## config.mk

```make
export PLATFORM = sky130hd
export DESIGN_NAME = ordered_key_value_table_top
export DESIGN_NICKNAME = d
export VERILOG_FILES = /design/src/design/okvt_pkg.sv /design/src/design/okvt_ctrl.sv /design/src/design/okvt_dp.sv /design/src/design/ordered_key_value_table_top.sv
export SDC_FILE = /design/constraint.sdc
export NUM_CORES = 2
export LEC_CHECK = 0
export BUFFER_PORTS_ARGS = -buffer_cell sky130_fd_sc_hd__buf_4
export CELL_PAD_IN_SITES_DETAIL_PLACEMENT = 0
export CELL_PAD_IN_SITES_GLOBAL_PLACEMENT = 1
export CORE_AREA = 2 2 511 513
export DETAILED_ROUTE_END_ITERATION = 10
export DIE_AREA = 0 0 513 515
export HOLD_SLACK_MARGIN = 0.12
export PLACE_DENSITY_LB_ADDON = 0.2
export SLEW_MARGIN = 10
export SYNTH_ARGS = -nofsm -noshare
export SYNTH_HDL_FRONTEND = slang
export SYNTH_HIERARCHICAL = 1
export SYNTH_SLANG_ARGS = --single-unit
```

## constraint.sdc

```tcl
create_clock -name clk -period 7.05 [get_ports clk]
set_input_delay 0.3525 -clock clk [delete_from_list [all_inputs] [get_ports clk]]
set_output_delay 0.3525 -clock clk [all_outputs]
set_load 0.05 [all_outputs]
```

## src/design/okvt_pkg.sv

```systemverilog
// Shared types, codes and default sizes for the ordered key/value table.
package okvt_pkg;

    localparam int DEPTH_DEF = 16;
    localparam int KEY_W_DEF = 32;
    localparam int VAL_W_DEF = 32;

    typedef enum logic [2:0] {
        MODE_INSERT = 3'd0,
        MODE_UPDATE = 3'd1,
        MODE_UPSERT = 3'd2,
        MODE_ERASE  = 3'd3,
        MODE_LOOKUP = 3'd4,
        MODE_READ   = 3'd5
    } mode_t;

    typedef enum logic [1:0] {
        ST_OK    = 2'd0,
        ST_MISS  = 2'd1,
        ST_FULL  = 2'd2,
        ST_RANGE = 2'd3
    } status_t;

    typedef enum logic [1:0] {
        CS_IDLE   = 2'd0,
        CS_SEARCH = 2'd1,
        CS_EXEC   = 2'd2
    } ctrl_state_t;

    // Commands from the controller to the datapath.
    typedef struct packed {
        logic load;    // capture the request fields
        logic search;  // compare the key against every stored entry
        logic exec;    // apply the operation and load the result register
    } cmd_t;

endpackage

```

## src/design/okvt_ctrl.sv

```systemverilog
// Controller state machine for the ordered key/value table.
module okvt_ctrl (
    input  logic          clk,
    input  logic          rst_n,
    input  logic          in_valid,
    output logic          in_ready,
    output logic          out_valid,
    input  logic          out_ready,
    output okvt_pkg::cmd_t cmd
);
    import okvt_pkg::*;

    ctrl_state_t state_reg;
    ctrl_state_t state_next;
    logic        out_valid_reg;
    logic        out_valid_next;
    logic        out_free;

    assign out_free  = !out_valid_reg || out_ready;
    assign out_valid = out_valid_reg;

    always_ff @(posedge clk or negedge rst_n)
    begin
        if (!rst_n)
        begin
            state_reg     <= CS_IDLE;
            out_valid_reg <= 1'b0;
        end
        else
        begin
            state_reg     <= state_next;
            out_valid_reg <= out_valid_next;
        end
    end

    always_comb
    begin
        state_next = state_reg;
        in_ready   = 1'b0;
        cmd        = '0;
        case (state_reg)
            CS_IDLE:
            begin
                in_ready = 1'b1;
                if (in_valid)
                begin
                    cmd.load   = 1'b1;
                    state_next = CS_SEARCH;
                end
            end
            CS_SEARCH:
            begin
                cmd.search = 1'b1;
                state_next = CS_EXEC;
            end
            CS_EXEC:
            begin
                // The result can only be written once the output slot is free;
                // the next request is taken in the same cycle.
                if (out_free)
                begin
                    cmd.exec = 1'b1;
                    in_ready = 1'b1;
                    if (in_valid)
                    begin
                        cmd.load   = 1'b1;
                        state_next = CS_SEARCH;
                    end
                    else
                    begin
                        state_next = CS_IDLE;
                    end
                end
            end
            default:
            begin
                state_next = CS_IDLE;
            end
        endcase
        out_valid_next = cmd.exec || (out_valid_reg && !out_ready);
    end

endmodule

```

## src/design/okvt_dp.sv

```systemverilog
// Datapath of the ordered key/value table: entry storage, key match and operations.
module okvt_dp #(
    parameter int DEPTH = okvt_pkg::DEPTH_DEF,
    parameter int KEY_W = okvt_pkg::KEY_W_DEF,
    parameter int VAL_W = okvt_pkg::VAL_W_DEF,
    parameter int POS_W = $clog2(DEPTH),
    parameter int CNT_W = $clog2(DEPTH + 1)
) (
    input  logic             clk,
    input  logic             rst_n,
    input  okvt_pkg::cmd_t   cmd,
    input  logic [2:0]       mode,
    input  logic [KEY_W-1:0] key,
    input  logic [VAL_W-1:0] value,
    input  logic [POS_W-1:0] position,
    output logic [1:0]       status,
    output logic [KEY_W-1:0] out_key,
    output logic [VAL_W-1:0] out_value,
    output logic [CNT_W-1:0] entry_count
);
    import okvt_pkg::*;

    mode_t            mode_reg;
    logic [KEY_W-1:0] key_reg;
    logic [VAL_W-1:0] value_reg;
    logic [POS_W-1:0] pos_reg;

    logic [KEY_W-1:0] key_mem_reg [DEPTH];
    logic [VAL_W-1:0] val_mem_reg [DEPTH];
    logic [CNT_W-1:0] count_reg;
    logic [CNT_W-1:0] count_next;
    logic [DEPTH-1:0] hit_reg;
    logic [DEPTH-1:0] hit_next;

    status_t          status_reg;
    status_t          status_next;
    logic [KEY_W-1:0] out_key_reg;
    logic [KEY_W-1:0] out_key_next;
    logic [VAL_W-1:0] out_value_reg;
    logic [VAL_W-1:0] out_value_next;

    logic [POS_W-1:0] slot;
    logic [POS_W-1:0] rd_idx;
    logic             found;
    logic             full;
    logic             pos_ok;
    logic             do_append;
    logic             do_write;
    logic             do_erase;

    // Request capture.
    always_ff @(posedge clk)
    begin
        if (cmd.load)
        begin
            mode_reg  <= mode_t'(mode);
            key_reg   <= key;
            value_reg <= value;
            pos_reg   <= position;
        end
    end

    // Associative match against the occupied entries.
    always_comb
    begin
        for (int i = 0; i < DEPTH; i++)
        begin
            hit_next[i] = (key_mem_reg[i] == key_reg) && (CNT_W'(i) < count_reg);
        end
    end

    always_ff @(posedge clk)
    begin
        if (cmd.search)
        begin
            hit_reg <= hit_next;
        end
    end

    // Keys are unique, so at most one hit bit is set and an OR encodes it.
    always_comb
    begin
        slot = '0;
        for (int i = 0; i < DEPTH; i++)
        begin
            if (hit_reg[i])
            begin
                slot = slot | POS_W'(i);
            end
        end
    end

    assign found  = |hit_reg;
    assign full   = (count_reg == CNT_W'(DEPTH));
    assign pos_ok = (CNT_W'(pos_reg) < count_reg);
    assign rd_idx = (mode_reg == MODE_READ) ? pos_reg : slot;

    always_comb
    begin
        status_next    = ST_OK;
        out_key_next   = '0;
        out_value_next = '0;
        do_append      = 1'b0;
        do_write       = 1'b0;
        do_erase       = 1'b0;
        case (mode_reg)
            MODE_INSERT:
            begin
                if (found)
                    status_next = ST_MISS;
                else if (full)
                    status_next = ST_FULL;
                else
                    do_append = 1'b1;
            end
            MODE_UPDATE:
            begin
                if (found)
                    do_write = 1'b1;
                else
                    status_next = ST_MISS;
            end
            MODE_UPSERT:
            begin
                if (found)
                    do_write = 1'b1;
                else if (full)
                    status_next = ST_FULL;
                else
                    do_append = 1'b1;
            end
            MODE_ERASE:
            begin
                if (found)
                    do_erase = 1'b1;
                else
                    status_next = ST_MISS;
            end
            MODE_LOOKUP:
            begin
                if (found)
                    out_value_next = val_mem_reg[rd_idx];
                else
                    status_next = ST_MISS;
            end
            MODE_READ:
            begin
                if (pos_ok)
                begin
                    out_key_next   = key_mem_reg[rd_idx];
                    out_value_next = val_mem_reg[rd_idx];
                end
                else
                begin
                    status_next = ST_RANGE;
                end
            end
            default:
            begin
                status_next = ST_OK;
            end
        endcase

        count_next = count_reg;
        if (do_append)
            count_next = count_reg + CNT_W'(1);
        else if (do_erase)
            count_next = count_reg - CNT_W'(1);
    end

    // Entry storage: append at the tail, overwrite in place, or close the gap
    // left by an erase by moving every later entry down one place.
    always_ff @(posedge clk)
    begin
        if (cmd.exec)
        begin
            for (int i = 0; i < DEPTH; i++)
            begin
                if (do_erase && (i < DEPTH - 1) && (POS_W'(i) >= slot))
                begin
                    key_mem_reg[i] <= key_mem_reg[(i + 1) % DEPTH];
                    val_mem_reg[i] <= val_mem_reg[(i + 1) % DEPTH];
                end
                else if (do_append && (count_reg[POS_W-1:0] == POS_W'(i)))
                begin
                    key_mem_reg[i] <= key_reg;
                    val_mem_reg[i] <= value_reg;
                end
                else if (do_write && hit_reg[i])
                begin
                    val_mem_reg[i] <= value_reg;
                end
            end
            status_reg    <= status_next;
            out_key_reg   <= out_key_next;
            out_value_reg <= out_value_next;
        end
    end

    always_ff @(posedge clk or negedge rst_n)
    begin
        if (!rst_n)
        begin
            count_reg <= '0;
        end
        else if (cmd.exec)
        begin
            count_reg <= count_next;
        end
    end

    assign status      = status_reg;
    assign out_key     = out_key_reg;
    assign out_value   = out_value_reg;
    // The count only moves when a new result is written, so it always
    // matches the result that is on offer.
    assign entry_count = count_reg;

endmodule

```

## src/design/ordered_key_value_table_top.sv

```systemverilog
// Top level of the ordered key/value table: controller, datapath and checks.
//
//   Channel | Handshake            | Payload
//   --------+----------------------+------------------------------------------
//   request | in_valid / in_ready  | mode, key, value, position
//   result  | out_valid / out_ready| status, out_key, out_value, entry_count
//
// Each request passes through SEARCH, which compares the key against every stored
// entry and registers the match vector, and EXEC, which applies the operation and
// loads the result register. The next request is taken in EXEC, never in SEARCH.
// A result waits in its output register; a new request is still taken while it
// waits, but that request's EXEC step holds until the output slot is free.
// Reset empties the table at once: only the entry count and control state are
// cleared, and no entry is ever read beyond the count.
module ordered_key_value_table_top #(
    parameter int DEPTH = okvt_pkg::DEPTH_DEF,
    parameter int KEY_W = okvt_pkg::KEY_W_DEF,
    parameter int VAL_W = okvt_pkg::VAL_W_DEF,
    parameter int POS_W = $clog2(DEPTH),
    parameter int CNT_W = $clog2(DEPTH + 1)
) (
    input  logic             clk,
    input  logic             rst_n,
    input  logic             in_valid,
    output logic             in_ready,
    input  logic [2:0]       mode,
    input  logic [KEY_W-1:0] key,
    input  logic [VAL_W-1:0] value,
    input  logic [POS_W-1:0] position,
    output logic             out_valid,
    input  logic             out_ready,
    output logic [1:0]       status,
    output logic [KEY_W-1:0] out_key,
    output logic [VAL_W-1:0] out_value,
    output logic [CNT_W-1:0] entry_count
);
    import okvt_pkg::*;

    cmd_t cmd;

    // The controller sequences each request and owns both handshakes.
    okvt_ctrl u_ctrl (
        .clk       (clk),
        .rst_n     (rst_n),
        .in_valid  (in_valid),
        .in_ready  (in_ready),
        .out_valid (out_valid),
        .out_ready (out_ready),
        .cmd       (cmd)
    );

    // The datapath holds the entries, performs the match and the operation,
    // and keeps the result register.
    okvt_dp #(
        .DEPTH (DEPTH),
        .KEY_W (KEY_W),
        .VAL_W (VAL_W),
        .POS_W (POS_W),
        .CNT_W (CNT_W)
    ) u_dp (
        .clk         (clk),
        .rst_n       (rst_n),
        .cmd         (cmd),
        .mode        (mode),
        .key         (key),
        .value       (value),
        .position    (position),
        .status      (status),
        .out_key     (out_key),
        .out_value   (out_value),
        .entry_count (entry_count)
    );

`ifndef SYNTH
    // The table never reports more entries than it can hold.
    a_count_bound: assert property (@(posedge clk) disable iff (!rst_n)
        out_valid |-> (entry_count <= CNT_W'(DEPTH)))
        else $error("entry count exceeds table depth");

    // A full status is only reported by a table that is actually full.
    a_full_status: assert property (@(posedge clk) disable iff (!rst_n)
        (out_valid && (status == ST_FULL)) |-> (entry_count == CNT_W'(DEPTH)))
        else $error("full status with free entries");

    // An out-of-range read returns no data.
    a_range_zero: assert property (@(posedge clk) disable iff (!rst_n)
        (out_valid && (status == ST_RANGE)) |-> ((out_key == '0) && (out_value == '0)))
        else $error("out-of-range read returned data");
`endif

endmodule
```

==> metrics.md <==
| Metric | Value |
|---|---|
| TritonRoute pass-1 iters | 6 |
| Register bit total from synthesis | 1185 |
| Layout fillers | 26.16k |
| Share of layout cells above drive strength 1 | 0.3557 |
| Max-cap viol count | 0 |
| Clock Root Buffer | clkbuf_16 |
| Nets@finish | about 4.8k |
| Mean routed wirelength per cell | 31.15 µm |
| Hpwl dp | 170400 µm |
| Compound-gate portion of the synthesized area | 0.03655 |
| Post-Syn Area per Cell | about 14 µm² |
| Max Slew Vio Count | 0 |
| GR Overflow Total | 0 |
| Gate Count Post-Synth | 4553 |
| Pwr Density | approximately 230 mW/mm² |
| GPL Wtd Cong | roughly 0.86 |
| Die X | 513 µm |
| Clock Sinks | between 1k and 1.5k |
| Simple-gate portion of the synthesized area | 0.04537 |
| Placed cell count | just under 8k |
| Die Ht | a little over 500 µm |
| Post-CTS resize count | 0 |
| Post-synth cell types | 64 |
| I/O Pins | 148 |
| Post-CTS setup buffers | 0 |
| Non-filler cells in the finished layout | roughly 8.2k |
| CP arrival | roughly 5.3 ns |
| Max clock buf depth | 3 |
| P&R area growth vs syn | 16.21% |
| Antenna-violating nets left | 0 |
| Total GRT Usage | 0.1886 |
| Clk pin slew, worst setup/hold paths | ~0.06 ns |
| Worst relative slew slack | 0.1911 |
| Pin count of the biggest net entering global routing | approximately 160 |
| Vias in the first global route | ~40k |
| Tmin final | around 4.9 ns |
| Status | completed |
| Via/cell ratio | around 4.9 |
| Min-Delay Startpoint | key[7] |
| Antenna violations before repair | 11 |
| Leakage | 26.69 nW |
| Mapped Nets | ~4.6k |
| Post-route cell area | roughly 0.075 mm² |
| YS warnings | 6 |
| Clk_skew | about 0.053 ns |
| Initial Utilization | 0.2487 |
| Fin crit share | 0.6899 |
| Max IR drop VDD | ~0.24 mV |
| Row Count | approximately 190 |
| Top_reg_cell synth | edfxtp_1 |
| Setup ws final | 2.186 ns |
| Place WS | ~2.2 ns |
| Synth async-reset ratio | 0.006751 |
| H-tree depth | 4 |
| Synth Cell Area | 0.06429 mm² |
| Post-synthesis sequential area ratio | 0.5529 |
| Wire length of the first global-routing pass | between 300000 and 400000 µm |
| Final wirelength | roughly 250000 µm |
| Post-synth EDFFs | about 1.2k |
| Worst-margin pin slew | between 1 and 1.5 ns |
| Post-synthesis xor/xnor area fraction | 0.07070 |
| Tightest Hold Check Type | input port to register |
| Worst setup path start | u_dp/entry_count[1] |
| Die Area | 0.2642 mm² |
| Adder-cell share of the synthesized area | 0.001557 |
| Fmax | 205.6 MHz |
| Worst skew pair latency | just over 0.8 ns |
| WP data required | between 7 and 8 ns |
| Initial DRC Count | ~3.3k |
| Setup Viol. Count Final | 0 |
| Placed Area | slightly below 0.07 mm² |
| FF-to-FF Start | u_dp/entry_count[1] |
| Critical path endpoint category | register |
| CP Class | register to register |
| CTS buffer count | between 150 and 200 |
| Unrepaired setup endpoints after global routing | false |
| Crit Path Max Fanout | 33 |
| Final count of hold timing violations | 0 |
| Core area | about 0.26 mm² |
| DR vias | roughly 40k |
| Largest family of logic cells by synthesized area | multiplexers |
| Share of synthesized area spent on multiplexers | 0.2633 |
| Setup crit start kind | register |
| CTS Hold Bufs | 75 |
| CTS tree | yes |
| Setup TNS Final | 0 ns |
| # port buffers | approximately 150 |
| Drc violations | 0 |
## cell usage in the layout, fill, tap and decap left out, types with 5 or more instances in the layout
cell	instances
mux2_4	30
or4_1	5
nor3_1	18
o211ai_1	131
mux2_1	31
o21a_2	8
nand2_1	162
o21ai_0	8
buf_4	280
nor2_1	84
xnor2_1	233
buf_12	8
a21oi_1	80
clkinv_1	30
nand4_1	96
a22oi_1	32
dfrtp_1	8
clkbuf_1	35
inv_1	8
clkbuf_16	153
mux2_2	1091
a21oi_4	5
clkinv_16	6
mux2i_1	384
a21o_2	11
nand3_2	13
o221ai_1	32
nand2b_1	6
ha_1	8
bufinv_16	5
clkinv_4	8
o2111ai_1	5
dlygate4sd3_1	75
nand3_1	32
edfxtp_1	1177
clkinv_2	17
nand2_2	18
nor4_1	85
xor2_1	286
## worst paths after layout
check / to / slack, ns / depth (start not counted)
setup / recovery: u_dp/val_mem_reg[3][31] / 2.19 / 10
hold / removal: u_dp/key_reg[7] / 0.23 / 2
setup reg to reg: u_dp/val_mem_reg[3][31] / 2.19 / 10
hold reg to reg: u_dp/key_mem_reg[15][1] / 0.47 / 0
max in group asynchronous: u_dp/entry_count[3] / 6.12 / 3
min in group asynchronous: u_ctrl/state_reg[1] / 0.59 / 3
## Yosys cell counts, drive strengths merged (3+ instances only)
master	count	area, µm²
xor2	286	2505
and2	3	18.77
nand2	181	720.7
a31oi	4	25.02
dfrtp	8	200.2
or2	3	18.77
nor4	92	626.8
nor2	88	332.8
nand2b	7	43.79
nor2b	5	33.78
inv	10	37.54
a22oi	32	240.2
a2111oi	3	26.28
a21o	13	97.59
o22ai	4	25.02
mux2	1152	13090
clkbuf	189	709.4
mux2i	384	3844
o21a	8	60.06
nand4	97	613.1
or3	4	25.02
o221ai	32	280.3
nor3	19	100.1
nand3	45	275.3
or4	5	37.54
ha	8	100.1
buf	210	1155
o211ai	131	983.4
o2111ai	5	43.79
nor4bb	3	30.03
xnor2	233	2041
edfxtp	1177	35340
a21oi	85	425.4
o21ai	10	50.05
## metrics by stage
stage	utilization	power (mW)	hold WS, ns
after global placement	0.2678	9.865	0.1979
final	0.2890	17.28	0.2297
after floorplan	-	9.056	0.05691
after detailed placement	0.2678	9.856	0.1966
after global routing	0.2890	17.84	0.1931
after CTS	0.2889	17.51	0.1527
## final cells by class
| class | instances | area (µm²) | area share |
|---|---|---|---|
| clock buffer | 188 | 3960 | 0.05301 |
| timing repair buffer | 364 | 3018 | 0.04039 |
| multi-input combinational | 2958 | 27150 | 0.3634 |
| tap | 3402 | 4257 | 0.05697 |
| inverter | 11 | 41.29 | 0.0005527 |
| clock inverter | 73 | 735.7 | 0.009847 |
| sequential | 1185 | 35540 | 0.4758 |
| antenna | 3 | 7.507 | 0.0001005 |
## power breakdown
group	internal, mW	leakage [nW]	switching [mW]
sequential	7.83	10.8	0.220
clock	4.21	2.27	3.31
combinational	0.518	13.7	1.20
## critical path: stages, from the launching register on
cell      delay [ns]
dfrtp_1         0.77
inv_1           0.29
ha_1            0.31
nor4bb_1        0.17
nor2b_1         0.53
nand3_1         0.41
nor2_1          0.28
o21a_2          0.15
buf_4           0.56
a21o_2          0.50
buf_4           0.48
## per-layer routing
layer / routed length, µm / global-route usage / up-vias
met3: 13440 / 0.03562 / 254
met2: 117700 / 0.3021 / 1042
met1: 117600 / 0.2596 / 21056
met4: 6157 / 0.04935 / 2
li1: - / - / 17582
met5: 9 / 0 / -
## cell families (layout without fill, tap and decap cells)
family          Yosys count  count (layout)
fa+ha+maj                 8               8
buf+inv                 410             636
compound gates          338             338
xor+xnor                519             519
mux                    1536            1536
flops                  1185            1185
other cells               0               3
simple gates            557             557
Note: power is estimated with default switching activity, not from simulation.
